--- config.mk ---
export PLATFORM = sky130hd
export DESIGN_NAME = pese_ram
export DESIGN_NICKNAME = d
export VERILOG_FILES = /design/src/hdl/pese_ram.sv
export SDC_FILE = /design/constraint.sdc
export NUM_CORES = 2
export LEC_CHECK = 0
export BUFFER_PORTS_ARGS = -buffer_cell sky130_fd_sc_hd__buf_4
export CAP_MARGIN = 0
export CORE_ASPECT_RATIO = 1.5
export CORE_MARGIN = 2
export CORE_UTILIZATION = 44
export CTS_CLUSTER_DIAMETER = 40
export DETAILED_ROUTE_END_ITERATION = 10
export PLACE_DENSITY = 0.67
export SLEW_MARGIN = 10
export SYNTH_ARGS = -nofsm -noshare
export SYNTH_HDL_FRONTEND = slang
export SYNTH_SLANG_ARGS = --single-unit
--- constraint.sdc ---
create_clock -name clk -period 10.45 [get_ports clk]
set_input_delay 0.5225 -clock clk [delete_from_list [all_inputs] [get_ports clk]]
set_output_delay 0.5225 -clock clk [all_outputs]
set_load 0.02 [all_outputs]
--- src/hdl/pese_ram.sv ---
module pese_ram #(
  parameter int Width = 32,
  parameter int Depth = 128
) (
  input  logic                     clk,
  input  logic                     we,
  input  logic [$clog2(Depth)-1:0] waddr,
  input  logic [Width-1:0]         wdata,
  input  logic [$clog2(Depth)-1:0] raddr,
  output logic [Width-1:0]         rdata
);
  logic [Width-1:0] mem [Depth];

  always_ff @(posedge clk) begin
    if (we) begin
      mem[waddr] <= wdata;
    end
    rdata <= mem[raddr];
  end
endmodule

==> results by group <==
Timing
  – Final WS setup: 6360 ps
  – Fin crit share: 39.1%
  – Minimum clock period: 4090 ps
  – Hold Vio Cnt, Final: 0
  – Setup TNS: 0 ps
  – Setup violations, final: 0
  – Max-slew headroom: 17.7%
  – Worst Max-Slew Pin Slew: 1230 ps
  – RSZ-0062 raised after global routing: false
  – Max-slew violations: 0
  – F_max: 245 MHz
  – Worst clock skew: 52.9 ps

Floorplan
  – Initial core utilization: 44.1%
  – Die H: 734 um
  – Num rows: 268
  – Die area: 0.360 mm2
  – Die width: 491 um
  – Ports: 80
  – Core area: 0.354 mm2

Worst setup path
  – CP max stage cell: mux4_2
  – Sum of buffers and inverters on the critical path: 3
  – Critical Path AT: 4890 ps
  – CP max stage delay: 660 ps
  – Critical Path Fanout Max: 96
  – Worst Setup End Kind: register
  – Crit-path most repeated cell: mux4_2
  – CP cell instances: buf_16, buf_12, buf_12, mux4_2, mux4_2, mux4_2, mux2_2
  – Critical setup path kind: input port to register
  – Crit path launch type: input port
  – CP delay by family, top: multiplexers
  – CP required: 11250 ps

Status
  – Status: finished, final reports clean

Finish
  – Fill count: 26998
  – Sequential cell area: 0.124 mm2
  – Layout cells sized above 1: 36.1%
  – Area Growth Syn to Fin: 13.6%
  – Area of the multi-input gates: 0.0323 mm2
  – Final core utilization: 50.1%
  – Final net count: 6416
  – Post-route cell area: 0.178 mm2

Global routing
  – Global-route wire length before repair: 578000 um
  – Initial antenna violation count: 84
  – Grt total ovfl: 0
  – Number of global-route vias before repair: 71733
  – Gr usage total: 23.1%
  – Largest net degree at the start of global routing: 135

Pwr
  – Static leakage: 53.8 nW
  – Total power: 0.0345 W
  – Pwr/cell area: 194 mW/mm2
  – Max VDD drop: 149 uV

Logic synthesis
  – Post-Syn Area per Cell: 26.1 um2
  – Register area share after synthesis: 79.1%
  – Mapped Cells: 5990
  – Area contributors post-synth: edfxtp_1, mux4_2, clkbuf_1
  – Mapped Area: 0.156 mm2
  – Synth area leader: edfxtp_1
  – Post-Syn Nets: 6038
  – Synth top area share: 78.7%
  – Number of synthesized register bits: 4128
  – Synth unique cells: 17
  – Yosys Warn Count: 0

Place
  – HPWL after DPL: 230000 um
  – Port bufs: 79
  – Placed cell area: 0.164 mm2
  – Pre-CTS WS: 5420 ps
  – Placer Congestion: 0.836

Routing
  – DRC: 0
  – 1st-pass router iterations: 6
  – WL/cell: 36.3 um
  – DR vias: 70792
  – Post-Route WL: 419000 um
  – Routed Antenna Nets: 0
  – DR iter-0 viols: 10387
  – DR vias/cell: 6.14

Run
  – Max-cap violations: 0

Clock tree
  – CTS buffer count: 392
  – CTS tree: done
  – CTS root buf: clkbuf_16
  – Clk_lat worst skew: 940 ps
  – CTS sink count: 4128
  – H-tree depth: 5
  – Clock transition at the registers of the reported paths: 60 ps
  – CTS Buffer Depth: 4

Worst hold path
  – Min-Delay Path Class: input port to register
## cells in the mapped netlist, drive strengths merged
cell type,n
buf,134
clkbuf,182
dfxtp,32
edfxtp,4096
mux2,32
mux4,1344
nand2,14
nand2b,2
nand3,12
nand4,3
nor2,122
nor2b,7
nor3,9
or3,1
## flip-flops by register name, summed over array words and instances, names as in the netlist
signal,cells
rdata,32
mem,4096
## per-stage QoR
stage | hold WS (ps) | cells
3_3_place_gp | 952 | 10696
4_1_cts | 8.05 | 11417
5_1_grt | 59.9 | 11516
2_1_floorplan | 621 | 5990
3_5_place_dp | 964 | 10696
6_report | 72.4 | 11526
## worst paths after layout
path / start / to / slack, ps / cells after the start
max: raddr[0] / rdata[23] / 6360 / 7
min reg2reg: mem[36][5] / rdata[5] / 1120 / 4
min: wdata[29] / mem[12][29] / 70 / 1
max reg2reg: mem[88][9] / rdata[9] / 7780 / 4
## power by group
| group | internal [W] | leakage (nW) | switching [W] | total, W |
|---|---|---|---|---|
| Clock | 0.00805 | 6.31 | 0.00631 | 0.0144 |
| Combinational | 0.000667 | 10.4 | 0.00113 | 0.00180 |
| Sequential | 0.0183 | 37.1 | 0.0000832 | 0.0184 |
| Total | 0.0270 | 53.8 | 0.00752 | 0.0345 |
## metal layers
metal,vias up,part of all wire [%],global-route usage (%)
met5,-,0.031,0
met4,22,6.5,13.2
met3,733,8.5,3.63
met2,3917,51,39.5
met1,38874,34,28.1
li1,27246,-,-
## cell type report
class,instances,share of cell area (%)
Sequential cell,4128,69.6
Multi-Input combinational cell,1546,18.2
Clock buffer,469,5.81
Tap cell,4725,3.33
Clock inverter,250,1.49
Timing Repair Buffer,300,1.38
Antenna cell,108,0.152
## worst register-to-register path: stages, from the launching register on
cell      delay [ps]
edfxtp_1         390
mux4_2           480
mux4_2           710
mux4_2           690
mux2_2           320
## logic make-up (layout without fill, tap and decap cells)
logic type    count (synthesis)  in the layout  synth area share (%)
flops                      4128           4128                  79.1
buf+inv                     316           1019                 0.839
other cells                   0            108                     0
simple gates                170            170                 0.446
mux                        1376           1376                  19.6
## timing repair
action / CTS / global route
hold buffers: 2 / 0
setup buffers: 0 / 0
hold endpoints to repair: 48 / 0
gates resized for setup: 0 / 0
## cells in the final DEF (no fill, tap or decap), drive strengths merged
cell and count:
clkinvlp 23, bufinv 36, dfxtp 32, or3 1
buf 298, diode 108, mux2 32, edfxtp 4096
clkbuf 469, nand3 12, nand2b 2, dlygate4sd3 2
clkinv 146, mux4 1344, nand4 3, inv 45
nand2 14, nor2b 7, nor2 122, nor3 9
Power figures use the tool's default switching activity.
