**src/hdl/pese_pkg.sv**
```systemverilog
package pese_pkg;

  localparam int DefStackDepth = 128;
  localparam int DataW = 32;

  localparam logic [7:0] SymPlus  = 8'h2B;
  localparam logic [7:0] SymMinus = 8'h2D;
  localparam logic [7:0] SymMul   = 8'h2A;
  localparam logic [7:0] SymDiv   = 8'h2F;
  localparam logic [7:0] SymMod   = 8'h25;
  localparam logic [7:0] SymPow   = 8'h5E;
  localparam logic [7:0] SymZero  = 8'h30;
  localparam logic [7:0] SymNine  = 8'h39;

  typedef enum logic [2:0] {
    ST_OK       = 3'd0,
    ST_OVERFLOW = 3'd1,
    ST_UNDERFLOW = 3'd2,
    ST_DIVZERO  = 3'd3,
    ST_UNKNOWN  = 3'd4
  } status_t;

  typedef enum logic [2:0] {
    OP_ADD, OP_SUB, OP_MUL, OP_DIV, OP_MOD, OP_POW
  } op_t;

  typedef enum logic [3:0] {
    S_IDLE, S_RDA, S_RDB, S_WAITB, S_EXEC, S_ITER, S_WRITE, S_RDTOP, S_TOPW, S_OUT
  } state_t;

  typedef struct packed {
    logic    load_a;
    logic    load_b;
    logic    load_top;
    logic    start_iter;
    logic    step_iter;
    logic    exec_simple;
  } dp_cmd_t;

  typedef struct packed {
    logic b_zero;
    logic iter_done;
  } dp_sts_t;

endpackage

```
**src/hdl/pese_datapath.sv**
```systemverilog
module pese_datapath (
  input  logic                   clk,
  input  pese_pkg::op_t          op,
  input  pese_pkg::dp_cmd_t      cmd,
  input  logic [31:0]            rdata,
  output pese_pkg::dp_sts_t      sts,
  output logic [31:0]            result,
  output logic [31:0]            top
);
  import pese_pkg::*;

  logic [31:0] a_r, b_r, res_r, top_r;
  logic [31:0] rem_r, quo_r, dvs_r, base_r, exp_r;
  logic        qneg_r, rneg_r;
  logic [5:0]  cnt_r;
  logic [31:0] mag_a, mag_b;
  logic [32:0] trial;
  logic [31:0] rem_sh;
  logic [31:0] mul_p, sq_p;

  assign mag_a = a_r[31] ? (~a_r + 32'd1) : a_r;
  assign mag_b = b_r[31] ? (~b_r + 32'd1) : b_r;
  assign rem_sh = {rem_r[30:0], quo_r[31]};
  assign trial = {1'b0, rem_sh} - {1'b0, dvs_r};
  assign mul_p = res_r * base_r;
  assign sq_p = base_r * base_r;

  assign sts.b_zero = (b_r == 32'd0);
  assign sts.iter_done = (op == OP_POW) ? (exp_r == 32'd0) : (cnt_r == 6'd32);

  always_ff @(posedge clk) begin
    if (cmd.load_a) begin
      a_r <= rdata;
    end
    if (cmd.load_b) begin
      b_r <= rdata;
    end
    if (cmd.load_top) begin
      top_r <= rdata;
    end
    if (cmd.exec_simple) begin
      unique case (op)
        OP_ADD:  res_r <= a_r + b_r;
        OP_SUB:  res_r <= a_r - b_r;
        OP_MUL:  res_r <= a_r * b_r;
        default: res_r <= 32'd1;
      endcase
    end
    if (cmd.start_iter) begin
      cnt_r <= 6'd0;
      rem_r <= 32'd0;
      quo_r <= mag_a;
      dvs_r <= mag_b;
      qneg_r <= a_r[31] ^ b_r[31];
      rneg_r <= a_r[31];
      base_r <= a_r;
      exp_r <= b_r[31] ? 32'd0 : b_r;
      res_r <= 32'd1;
    end else if (cmd.step_iter) begin
      if (op == OP_POW) begin
        if (exp_r[0]) begin
          res_r <= mul_p;
        end
        base_r <= sq_p;
        exp_r <= {1'b0, exp_r[31:1]};
      end else begin
        cnt_r <= cnt_r + 6'd1;
        if (!trial[32]) begin
          rem_r <= trial[31:0];
          quo_r <= {quo_r[30:0], 1'b1};
        end else begin
          rem_r <= rem_sh;
          quo_r <= {quo_r[30:0], 1'b0};
        end
      end
    end
  end

  always_comb begin
    unique case (op)
      OP_DIV:  result = qneg_r ? (~quo_r + 32'd1) : quo_r;
      OP_MOD:  result = rneg_r ? (~rem_r + 32'd1) : rem_r;
      default: result = res_r;
    endcase
  end

  assign top = top_r;
endmodule

```
**config.mk**
```make
export PLATFORM = sky130hd
export DESIGN_NAME = pese_datapath
export DESIGN_NICKNAME = d
export VERILOG_FILES = /design/src/hdl/pese_pkg.sv /design/src/hdl/pese_datapath.sv
export SDC_FILE = /design/constraint.sdc
export NUM_CORES = 2
export LEC_CHECK = 0
export BUFFER_PORTS_ARGS = -buffer_cell sky130_fd_sc_hd__buf_2
export CORE_MARGIN = 5
export CORE_UTILIZATION = 29
export CTS_CLUSTER_DIAMETER = 100
export DETAILED_ROUTE_END_ITERATION = 12
export HOLD_SLACK_MARGIN = 0.06
export PLACE_DENSITY = 0.43
export SLEW_MARGIN = 5
export SYNTH_ARGS = -nofsm -noshare
export SYNTH_HDL_FRONTEND = slang
export SYNTH_SLANG_ARGS = --single-unit
```
**constraint.sdc**
```tcl
create_clock -name clk -period 20.8 [get_ports clk]
set_input_delay 0 -clock clk [delete_from_list [all_inputs] [get_ports clk]]
set_output_delay 0 -clock clk [all_outputs]
set_load 0.02 [all_outputs]
```
==> flow_metrics.tcl <==
set metrics [dict create \
    timing_worst_slew_pin_value_ps 1250 \
    gp_congestion 0.874 \
    synth_largest_type_area_fraction_pct 37.8 \
    final.min_clock_period_ps 9020 \
    route.detailed.drc 0 \
    ys_dominant_reg_cell "edfxtp_1" \
    floorplan.initialDensity_pct 29.2 \
    worst-setup-path-type "flop to flop" \
    drt-wirelength-per-cell_um 22.0 \
    initial_antenna_violation_count 11 \
    portBuffers 107 \
    worst_skew_pair.late_latency_ps 640 \
    grt_setup_unrepaired "no" \
    grt_first_pass_wirelength_um 328000 \
    die_height_um 475 \
    number_of_global_route_vias_before_repair 51100 \
    synth_area_sq_mm 0.0627 \
    async_reset_ff_share_pct 0 \
    synth_edf_count 225 \
    cts-root-to-sink-buffers 3 \
    fin_skew_ps 52.0 \
    yosysSeqAreaShare_pct 13.0 \
    finalSetupViolCount 0 \
    buf_inv_on_cp 7 \
    vias 46800 \
    timing.final.crit_share_pct 43.4 \
    hold_buffers 39 \
    drt.antenna.violating_nets 0 \
    hold_class "input port to flop" \
    critical-path-max-stage-delay_ps 890 \
    syn-mean-instance-area_sq_um 9.08 \
    total_count_of_hold_check_failures_in_the_final_report 0 \
    area_of_the_placeable_core_sq_mm 0.215 \
    worst_setup_hold_path_clk_slew_ps 60 \
    post-cts-setup-buffers 0 \
    ys_seq_elements 295 \
    critPathTopFamily "adder cells" \
    critPathRequiredTime_ps 21250 \
    cts_tree "built" \
    postCtsResizedCells 0 \
    cp_common_cell "fa_1" \
    floorplan.die_area_sq_mm 0.226 \
    globalRoute.totalOverflow 0 \
    ioPinCount 108 \
    cts.sinks 295 \
    ys_top_cells_by_area "fa_1 38%, edfxtp_1 11%, ha_1 8.8%, inv_1 8.7%, and2_1 5.5%" \
    worst-path-max-fanout 17 \
    syn_nets 8583 \
    cap_violations 0 \
    post_route_cells_drive_above_1_share_pct 5.28 \
    netlist.top_cell.by_area "fa_1" \
    top_achievable_clock_speed_mhz 111 \
    ys_warn_count 0 \
    rows 170 \
    wirelength_um 214000 \
    total_clock_buffers_created_by_cts 40 \
    critPathLaunchType "flop" \
    outcome "finished, final reports clean" \
    dp_hpwl_um 158000 \
    drtIter0Drc 3310 \
    worstPathArrival_ps 9470 \
    drt_pre_antenna_iters 6 \
    timing.final.max_slew_violations 0 \
    grt_use_total_pct 19.2 \
    die_width_um 475 \
    slew-limit-headroom_pct 16.8 \
    ys_types 83 \
    endpoint_kind "flop" \
    nNetsFinal 8509 \
    tns_ps 0 \
    cts.htree.levels 2 \
    syn2layout_area_growth_pct 8.71 \
    syn_inst 6913 \
    cts.root.buffer_cell "clkbuf_16" \
    slowest_stage "edfxtp_1" \
    vias_per_cell 4.82 \
    grt_max_degree 165 \
]
-- cell families after synthesis --
logic type / count (synthesis) / synth area share [%]
XOR/XNOR: 419 / 5.86
multiplexers: 22 / 0.361
buffers and inverters: 1853 / 11.1
adder cells (fa/ha/maj): 1628 / 46.6
AND/OR/NAND/NOR: 1917 / 15.0
flip-flops: 295 / 13.0
AO/OA/AOI/OAI: 779 / 8.08
-- path summary, 6_finish.rpt --
path / from / to / slack, ps / cells past startpoint
worst max-delay path: base_r[8]$_DFFE_PP_ / res_r[28]$_SDFF_PP0_ / 11780 / 27
worst min-delay path: rdata[30] / b_r[30]$_DFFE_PP_ / 150 / 2
worst max register to register: base_r[8]$_DFFE_PP_ / res_r[28]$_SDFF_PP0_ / 11780 / 27
worst min register to register: cnt_r[1]$_SDFFE_PP0P_ / cnt_r[1]$_SDFFE_PP0P_ / 500 / 2
-- Yosys cell counts, drive strengths merged (24+ instances only) --
cell / number
buf: 35
nor2: 169
nor4: 30
o21ai: 193
a21oi: 210
nor3: 60
xnor2: 247
a21o: 66
a22oi: 29
xor2: 172
or3: 24
inv: 1458
nand3: 32
ha: 443
edfxtp: 225
and2: 554
fa: 1185
clkbuf: 360
a22o: 28
o31ai: 50
dfxtp: 70
nand2: 911
nand2b: 30
-- stage by stage --
step	std cells	cell area [sq um]	worst slack [ps]	hold WS [ps]	util [%]
3_3_place_gp	9596	66400	12070	212	30.9
2_1_floorplan	6913	62700	13340	98.9	-
3_5_place_dp	9596	66400	11960	213	30.9
4_1_cts	9709	68200	11880	105	31.7
5_1_grt	9709	68200	11340	138	31.7
6_report	9714	68200	11780	146	31.7
-- worst register-to-register path: stages (launching register included) --
cell,delay [ps]
edfxtp_1,890
buf_4,410
buf_4,360
nand2_1,130
fa_1,520
fa_1,450
fa_1,490
inv_1,50
fa_1,460
fa_1,510
inv_1,60
fa_1,540
inv_1,50
fa_1,480
inv_1,50
fa_1,470
inv_1,60
ha_1,350
a21o_1,210
a21o_1,210
a2111oi_0,590
o31ai_1,170
a21oi_1,370
o21ai_1,210
xnor2_1,380
o221ai_1,180
a21oi_1,180
nor3b_1,60
-- per-layer routing --
layer	share of wire, %	global-route usage [%]	wire length, um
met1	46	27.0	98700
met2	47	32.2	101000
met3	5.0	2.10	10600
met4	1.8	3.42	3910
met5	0	0	0
-- flip-flops by register name, indices dropped and copies added (netlist names), 6 cells and up --
name,count
b_r,32
res_r,32
exp_r,31
top,32
dvs_r,32
rem_r,32
cnt_r,6
base_r,32
a_r,32
quo_r,32
-- cells in the final DEF, fill, tap and decap left out, types with 20 or more instances in the layout --
| cell type | Yosys | final |
|---|---|---|
| inv_1 | 1457 | 1456 |
| fa_1 | 1185 | 1185 |
| nand2_1 | 910 | 908 |
| and2_1 | 554 | 553 |
| ha_1 | 443 | 443 |
| xnor2_1 | 247 | 247 |
| edfxtp_1 | 225 | 225 |
| a21oi_1 | 209 | 208 |
| xor2_1 | 171 | 171 |
| nor2_1 | 169 | 167 |
| o21ai_0 | 147 | 147 |
| buf_4 | 0 | 132 |
| buf_2 | 3 | 106 |
| dfxtp_1 | 70 | 70 |
| a21o_1 | 66 | 66 |
| nor3_1 | 60 | 60 |
| o31ai_1 | 47 | 47 |
| o21ai_1 | 46 | 46 |
| clkbuf_16 | 0 | 42 |
| dlygate4sd3_1 | 0 | 39 |
| nand3_1 | 32 | 32 |
| a22oi_1 | 29 | 29 |
| a22o_1 | 28 | 28 |
| nor4_1 | 26 | 26 |
| nand2b_1 | 24 | 24 |
| a2111oi_0 | 23 | 23 |
| o21a_1 | 23 | 23 |
| a221oi_1 | 22 | 22 |
| or3_1 | 20 | 20 |
-- final cells by class --
type	count	area [sq um]
fill	22600	147000
clock buffer	54	1130
inverter	1458	5470
tap	2838	3550
antenna	5	12.5
clock inverter	20	280
sequential	295	8160
timing repair buffer	279	1940
multi-input combinational	4765	47700
Power is left out: the tool's default activity adds up to more than one toggle a clock period on the data nets, which glitch-free logic cannot reach.
