`src/hdl/pese_pkg.sv`:
```
package pese_pkg;

  localparam int DefStackDepth = 128;
  localparam int DataW = 32;

  localparam logic [7:0] SymPlus  = 8'h2B;
  localparam logic [7:0] SymMinus = 8'h2D;
  localparam logic [7:0] SymMul   = 8'h2A;
  localparam logic [7:0] SymDiv   = 8'h2F;
  localparam logic [7:0] SymMod   = 8'h25;
  localparam logic [7:0] SymPow   = 8'h5E;
  localparam logic [7:0] SymZero  = 8'h30;
  localparam logic [7:0] SymNine  = 8'h39;

  typedef enum logic [2:0] {
    ST_OK       = 3'd0,
    ST_OVERFLOW = 3'd1,
    ST_UNDERFLOW = 3'd2,
    ST_DIVZERO  = 3'd3,
    ST_UNKNOWN  = 3'd4
  } status_t;

  typedef enum logic [2:0] {
    OP_ADD, OP_SUB, OP_MUL, OP_DIV, OP_MOD, OP_POW
  } op_t;

  typedef enum logic [3:0] {
    S_IDLE, S_RDA, S_RDB, S_WAITB, S_EXEC, S_ITER, S_WRITE, S_RDTOP, S_TOPW, S_OUT
  } state_t;

  typedef struct packed {
    logic    load_a;
    logic    load_b;
    logic    load_top;
    logic    start_iter;
    logic    step_iter;
    logic    exec_simple;
  } dp_cmd_t;

  typedef struct packed {
    logic b_zero;
    logic iter_done;
  } dp_sts_t;

endpackage

```
`src/hdl/pese_ctrl.sv`:
```
module pese_ctrl #(
  parameter int StackDepth = pese_pkg::DefStackDepth
) (
  input  logic                          clk,
  input  logic                          rst_n,
  input  logic                          in_tvalid,
  output logic                          in_tready,
  input  logic [7:0]                    symbol,
  input  logic                          first,
  output logic                          out_tvalid,
  input  logic                          out_tready,
  output logic [$clog2(StackDepth+1)-1:0] count,
  output pese_pkg::status_t             status,
  output pese_pkg::op_t                 op,
  output pese_pkg::dp_cmd_t             cmd,
  input  pese_pkg::dp_sts_t             sts,
  output logic                          we,
  output logic [$clog2(StackDepth)-1:0] waddr,
  output logic [31:0]                   wdata,
  output logic [$clog2(StackDepth)-1:0] raddr,
  input  logic [31:0]                   result
);
  import pese_pkg::*;

  localparam int CntW = $clog2(StackDepth + 1);
  localparam int AddrW = $clog2(StackDepth);

  state_t state_r, state_nxt;
  logic [CntW-1:0] cnt_r, cnt_nxt;
  status_t st_r, st_nxt;
  op_t op_r, op_nxt;
  logic [CntW-1:0] base_cnt;
  logic is_digit, is_op;
  op_t dec_op;

  assign base_cnt = first ? '0 : cnt_r;
  assign is_digit = (symbol >= SymZero) && (symbol <= SymNine);

  always_comb begin
    is_op = 1'b1;
    dec_op = OP_ADD;
    unique case (symbol)
      SymPlus:  dec_op = OP_ADD;
      SymMinus: dec_op = OP_SUB;
      SymMul:   dec_op = OP_MUL;
      SymDiv:   dec_op = OP_DIV;
      SymMod:   dec_op = OP_MOD;
      SymPow:   dec_op = OP_POW;
      default:  is_op = 1'b0;
    endcase
  end

  always_ff @(posedge clk) begin
    if (!rst_n) begin
      state_r <= S_IDLE;
      cnt_r <= '0;
      st_r <= ST_OK;
      op_r <= OP_ADD;
    end else begin
      state_r <= state_nxt;
      cnt_r <= cnt_nxt;
      st_r <= st_nxt;
      op_r <= op_nxt;
    end
  end

  always_comb begin
    state_nxt = state_r;
    cnt_nxt = cnt_r;
    st_nxt = st_r;
    op_nxt = op_r;
    cmd = '0;
    we = 1'b0;
    waddr = '0;
    wdata = result;
    raddr = '0;
    in_tready = 1'b0;
    out_tvalid = 1'b0;
    unique case (state_r)
      S_IDLE: begin
        in_tready = 1'b1;
        if (in_tvalid) begin
          cnt_nxt = base_cnt;
          st_nxt = ST_OK;
          op_nxt = dec_op;
          if (is_digit) begin
            if (base_cnt >= CntW'(StackDepth)) begin
              st_nxt = ST_OVERFLOW;
              state_nxt = S_RDTOP;
            end else begin
              we = 1'b1;
              waddr = base_cnt[AddrW-1:0];
              wdata = 32'(symbol - SymZero);
              cnt_nxt = base_cnt + CntW'(1);
              state_nxt = S_RDTOP;
            end
          end else if (is_op) begin
            if (base_cnt < CntW'(2)) begin
              st_nxt = ST_UNDERFLOW;
              state_nxt = S_RDTOP;
            end else begin
              raddr = AddrW'(base_cnt - CntW'(1));
              state_nxt = S_RDA;
            end
          end else begin
            st_nxt = ST_UNKNOWN;
            state_nxt = S_RDTOP;
          end
        end
      end
      S_RDA: begin
        cmd.load_a = 1'b1;
        raddr = AddrW'(cnt_r - CntW'(2));
        state_nxt = S_RDB;
      end
      S_RDB: begin
        raddr = AddrW'(cnt_r - CntW'(2));
        state_nxt = S_WAITB;
      end
      S_WAITB: begin
        cmd.load_b = 1'b1;
        state_nxt = S_EXEC;
      end
      S_EXEC: begin
        if ((op_r == OP_DIV || op_r == OP_MOD) && sts.b_zero) begin
          st_nxt = ST_DIVZERO;
          state_nxt = S_RDTOP;
        end else if (op_r == OP_DIV || op_r == OP_MOD || op_r == OP_POW) begin
          cmd.start_iter = 1'b1;
          state_nxt = S_ITER;
        end else begin
          cmd.exec_simple = 1'b1;
          state_nxt = S_WRITE;
        end
      end
      S_ITER: begin
        if (sts.iter_done) begin
          state_nxt = S_WRITE;
        end else begin
          cmd.step_iter = 1'b1;
        end
      end
      S_WRITE: begin
        we = 1'b1;
        waddr = AddrW'(cnt_r - CntW'(2));
        cnt_nxt = cnt_r - CntW'(1);
        state_nxt = S_RDTOP;
      end
      S_RDTOP: begin
        raddr = AddrW'(cnt_r - CntW'(1));
        state_nxt = S_TOPW;
      end
      S_TOPW: begin
        state_nxt = S_OUT;
        cmd.load_top = 1'b1;
      end
      S_OUT: begin
        out_tvalid = 1'b1;
        if (out_tready) begin
          state_nxt = S_IDLE;
        end
      end
      default: state_nxt = S_IDLE;
    endcase
  end

  assign count = cnt_r;
  assign status = st_r;
  assign op = op_r;
endmodule

```
`config.mk`:
```
export PLATFORM = sky130hd
export DESIGN_NAME = pese_ctrl
export DESIGN_NICKNAME = d
export VERILOG_FILES = /design/src/hdl/pese_pkg.sv /design/src/hdl/pese_ctrl.sv
export SDC_FILE = /design/constraint.sdc
export NUM_CORES = 1
export LEC_CHECK = 0
export BUFFER_PORTS_ARGS = -buffer_cell sky130_fd_sc_hd__buf_2
export CAP_MARGIN = 20
export CORE_ASPECT_RATIO = 1.4
export CORE_MARGIN = 2
export CORE_UTILIZATION = 36
export CTS_CLUSTER_DIAMETER = 40
export CTS_CLUSTER_SIZE = 40
export DETAILED_ROUTE_END_ITERATION = 7
export GPL_TIMING_DRIVEN = 0
export PLACE_DENSITY = 0.75
export SLEW_MARGIN = 20
export SYNTH_ARGS = -nofsm -noshare
export SYNTH_HDL_FRONTEND = slang
export SYNTH_SLANG_ARGS = --single-unit
```
`constraint.sdc`:
```
create_clock -name clk -period 3.5 [get_ports clk]
set_input_delay 0.175 -clock clk [delete_from_list [all_inputs] [get_ports clk]]
set_output_delay 0.175 -clock clk [all_outputs]
set_load 0.1 [all_outputs]
```
==> flow_summary.json <==
{
  "status": "completed",
  "synth-main-ff-cell": "dfxtp_1",
  "final-setup-viol-count": 0,
  "cts.sinks": 18,
  "p_comb_frac": 0.837,
  "grt_max_degree": 11,
  "grt_pass1_wl_um": 13240,
  "grt_usage": 0.2216,
  "post-route-util": 0.4954,
  "boundaryPins": 116,
  "clockPowerShare": 0.057,
  "synth_fp_nets": 401,
  "worst_pin_slew_ns": 0.6247,
  "synth_area_leaders": "dfxtp_1 15%, a21o_1 8.0%, a21oi_1 6.4%",
  "cp-start-kind": "register",
  "wl_per_cell_um": 15.09,
  "max_cap_viol_count": 0,
  "p_sw_mw": 2.264,
  "port_buffers": 115,
  "die_area_mm2": 0.007228,
  "stdcell_count": 536,
  "tritoncts": "done",
  "fmax_ghz": 0.3491,
  "areaGrowthSynthToFinish_pct": 32.18,
  "synth_area_mm2": 0.002360,
  "first_iter_violations": 198,
  "cp_common_cell": "inv_1",
  "cts_hold_buf": 0,
  "dr_wl_met2_um": 4062,
  "cts_max_level": 1,
  "internal-power_mw": 0.9228,
  "p_seq_frac": 0.106,
  "die_h_um": 99.80,
  "required_ns": 3.32,
  "path_cells": "clkbuf_1 -> inv_1 -> ha_1 -> inv_1 -> or3_1 -> a31oi_1 -> o221ai_1 -> o21ai_1 -> buf_2",
  "min_period_over_period": 0.8184,
  "place_inst": 532,
  "antenna-diode-count": 0,
  "antenna_found_initial": 0,
  "hold_viol": 0,
  "wl_met1_um": 3169,
  "critPathKind": "reg -> out",
  "max_stage_delay_ns": 0.44,
  "grt_setup_unrepaired": "false",
  "insertion_delay_ns": 0.26,
  "hpwlAfterDp_um": 6317,
  "clock_skew_ns": 0.004412,
  "dr.max_layer_used": "met4",
  "rows": 34,
  "slowest_stage": "buf_2",
  "layout-drive-gt1-share": 0.3190,
  "synth-seq-cells": 18,
  "path_clk_slew_ns": 0.08,
  "vias": 3093,
  "synth_edf_count": 0,
  "async_flop_share": 0,
  "irDropWorstVdd_uv": 568.4,
  "design.core.area_mm2": 0.006296,
  "routed-wl-met3_um": 565,
  "synthTopCellsByCount": "31 x nor2_1, 30 x a21oi_1, 27 x nand2_1",
  "p_sw_frac": 0.7104,
  "gp_congestion": 0.9003,
  "synth_warnings": 0,
  "drtPass1Iterations": 5,
  "cp-end-kind": "primary output",
  "grt_pass1_vias": 2909,
  "ant_nets": 0,
  "powerDensity_mw_per_mm2": 1022,
  "slew_violations": 0,
  "routed_wirelength_um": 8086,
  "cts_buffers": 3,
  "cts_setup_buffers": 0,
  "vias_per_cell": 5.771,
  "yosysMostFrequentCell": "nor2_1",
  "nets": 521,
  "clk_root_buffer_cell": "clkbuf_8",
  "critical_path_arrival_ns": 2.69,
  "syn_inst": 345,
  "fin_crit_ns": 2.864,
  "drc_errors": 0,
  "ys_types": 63,
  "crit_fanout": 10,
  "synth_area_leader_cell": "dfxtp_1",
  "ys_seq_area_frac": 0.1527,
  "leakagePower_nw": 1.504,
  "synth_top_area_frac": 0.1527,
  "fp.dieW_um": 72.43,
  "clk_path_buf_depth": 2,
  "grt_overflow_total": 0,
  "cts_resized": 0,
  "relSlewSlack": 0.5800,
  "hp-class": "in -> reg",
  "initial_utilization": 0.3748,
  "avgSynthCellArea_um2": 6.840
}
-- metrics by stage --
| step | cell area, µm² | power [mW] | setup slack (ns) | hold WS (ns) | setup TNS [ns] |
|---|---|---|---|---|---|
| 4_1_cts | 3119 | 3.172 | 0.6801 | 0.2308 | 0 |
| 6_report | 3119 | 3.186 | 0.6356 | 0.2370 | 0 |
| 2_1_floorplan | 2399 | 2.566 | -0.5413 | 0.3652 | -3.768 |
| 5_1_grt | 3119 | 3.361 | 0.4161 | 0.2544 | 0 |
| 3_3_place_gp | 3064 | 2.968 | 0.9555 | 0.4971 | 0 |
| 3_5_place_dp | 3064 | 2.986 | 0.9617 | 0.5025 | 0 |
-- state kept, by name, indices dropped and copies added (netlist names) --
signal / flops
status: 3
op: 3
state_r: 4
count: 8
-- placed cells by master, fill, tap and decap left out, types with 3 or more instances in the layout --
master	instances
xor2_1	6
nor3_1	14
o22ai_1	4
a31oi_1	6
nor2b_1	9
and2_1	3
nand3_1	7
or3_1	3
a21oi_1	30
nor4_1	3
buf_2	119
nor3b_1	3
nand4_1	4
a21o_1	25
nand2_1	27
nor2_1	31
inv_1	15
nand2b_1	6
o21ai_1	10
o21ai_2	6
mux2i_1	3
dfxtp_1	18
ha_1	9
a211oi_1	3
clkbuf_8	4
o21ai_0	20
clkbuf_1	19
xnor2_1	5
and3_1	4
-- per-layer routing --
| metal | GRT usage | vias up |
|---|---|---|
| met5 | 0 | - |
| met4 | 0.08974 | 0 |
| met3 | 0.02811 | 22 |
| met2 | 0.3987 | 170 |
| met1 | 0.2612 | 1396 |
| li1 | - | 1505 |
-- critical path: cells and delay by family, from the launching register on --
kind            cells  cell delay (ns)
buf+inv             4             1.01
fa+ha+maj           1             0.28
compound gates      3             0.42
flops               1             0.38
simple gates        1             0.35
-- cell families after synthesis --
family                   count (synthesis)  synth area share
adder cells (fa/ha/maj)                  9           0.04772
flip-flops                              18            0.1527
AND/OR/NAND/NOR                        130            0.3054
buffers and inverters                   42           0.07688
AO/OA/AOI/OAI                          129            0.3494
multiplexers                             6           0.02704
XOR/XNOR                                11           0.04083
-- power groups by stage --
stage                     Sequential (mW)  Clock, mW  Combinational, mW
after floorplan                     0.629          0               1.94
after global placement              0.339          0               2.63
after detailed placement            0.341          0               2.64
after CTS                           0.336      0.182               2.65
after global routing                0.347      0.186               2.83
final                               0.339      0.181               2.67
-- path summary, 6_finish.rpt --
check / startpoint / end / slack (ns) / cells after the start
setup / recovery: count[1] / raddr[5] / 0.64 / 9
hold / removal: rst_n / state_r[2] / 0.24 / 3
setup reg to reg: count[1] / count[7] / 1.08 / 8
hold reg to reg: status[2] / status[2] / 0.54 / 2
-- layout make-up --
cell class | instances | area [µm²]
fillers | 659 | 3177
clock buffers | 4 | 55.05
multi-input cells | 285 | 1857
inverters | 15 | 56.30
well taps | 72 | 90.09
repair buffers | 115 | 575.6
flip-flops and latches | 18 | 360.3
plain buffers | 27 | 125.1
Note: power is estimated with default switching activity, not from simulation.
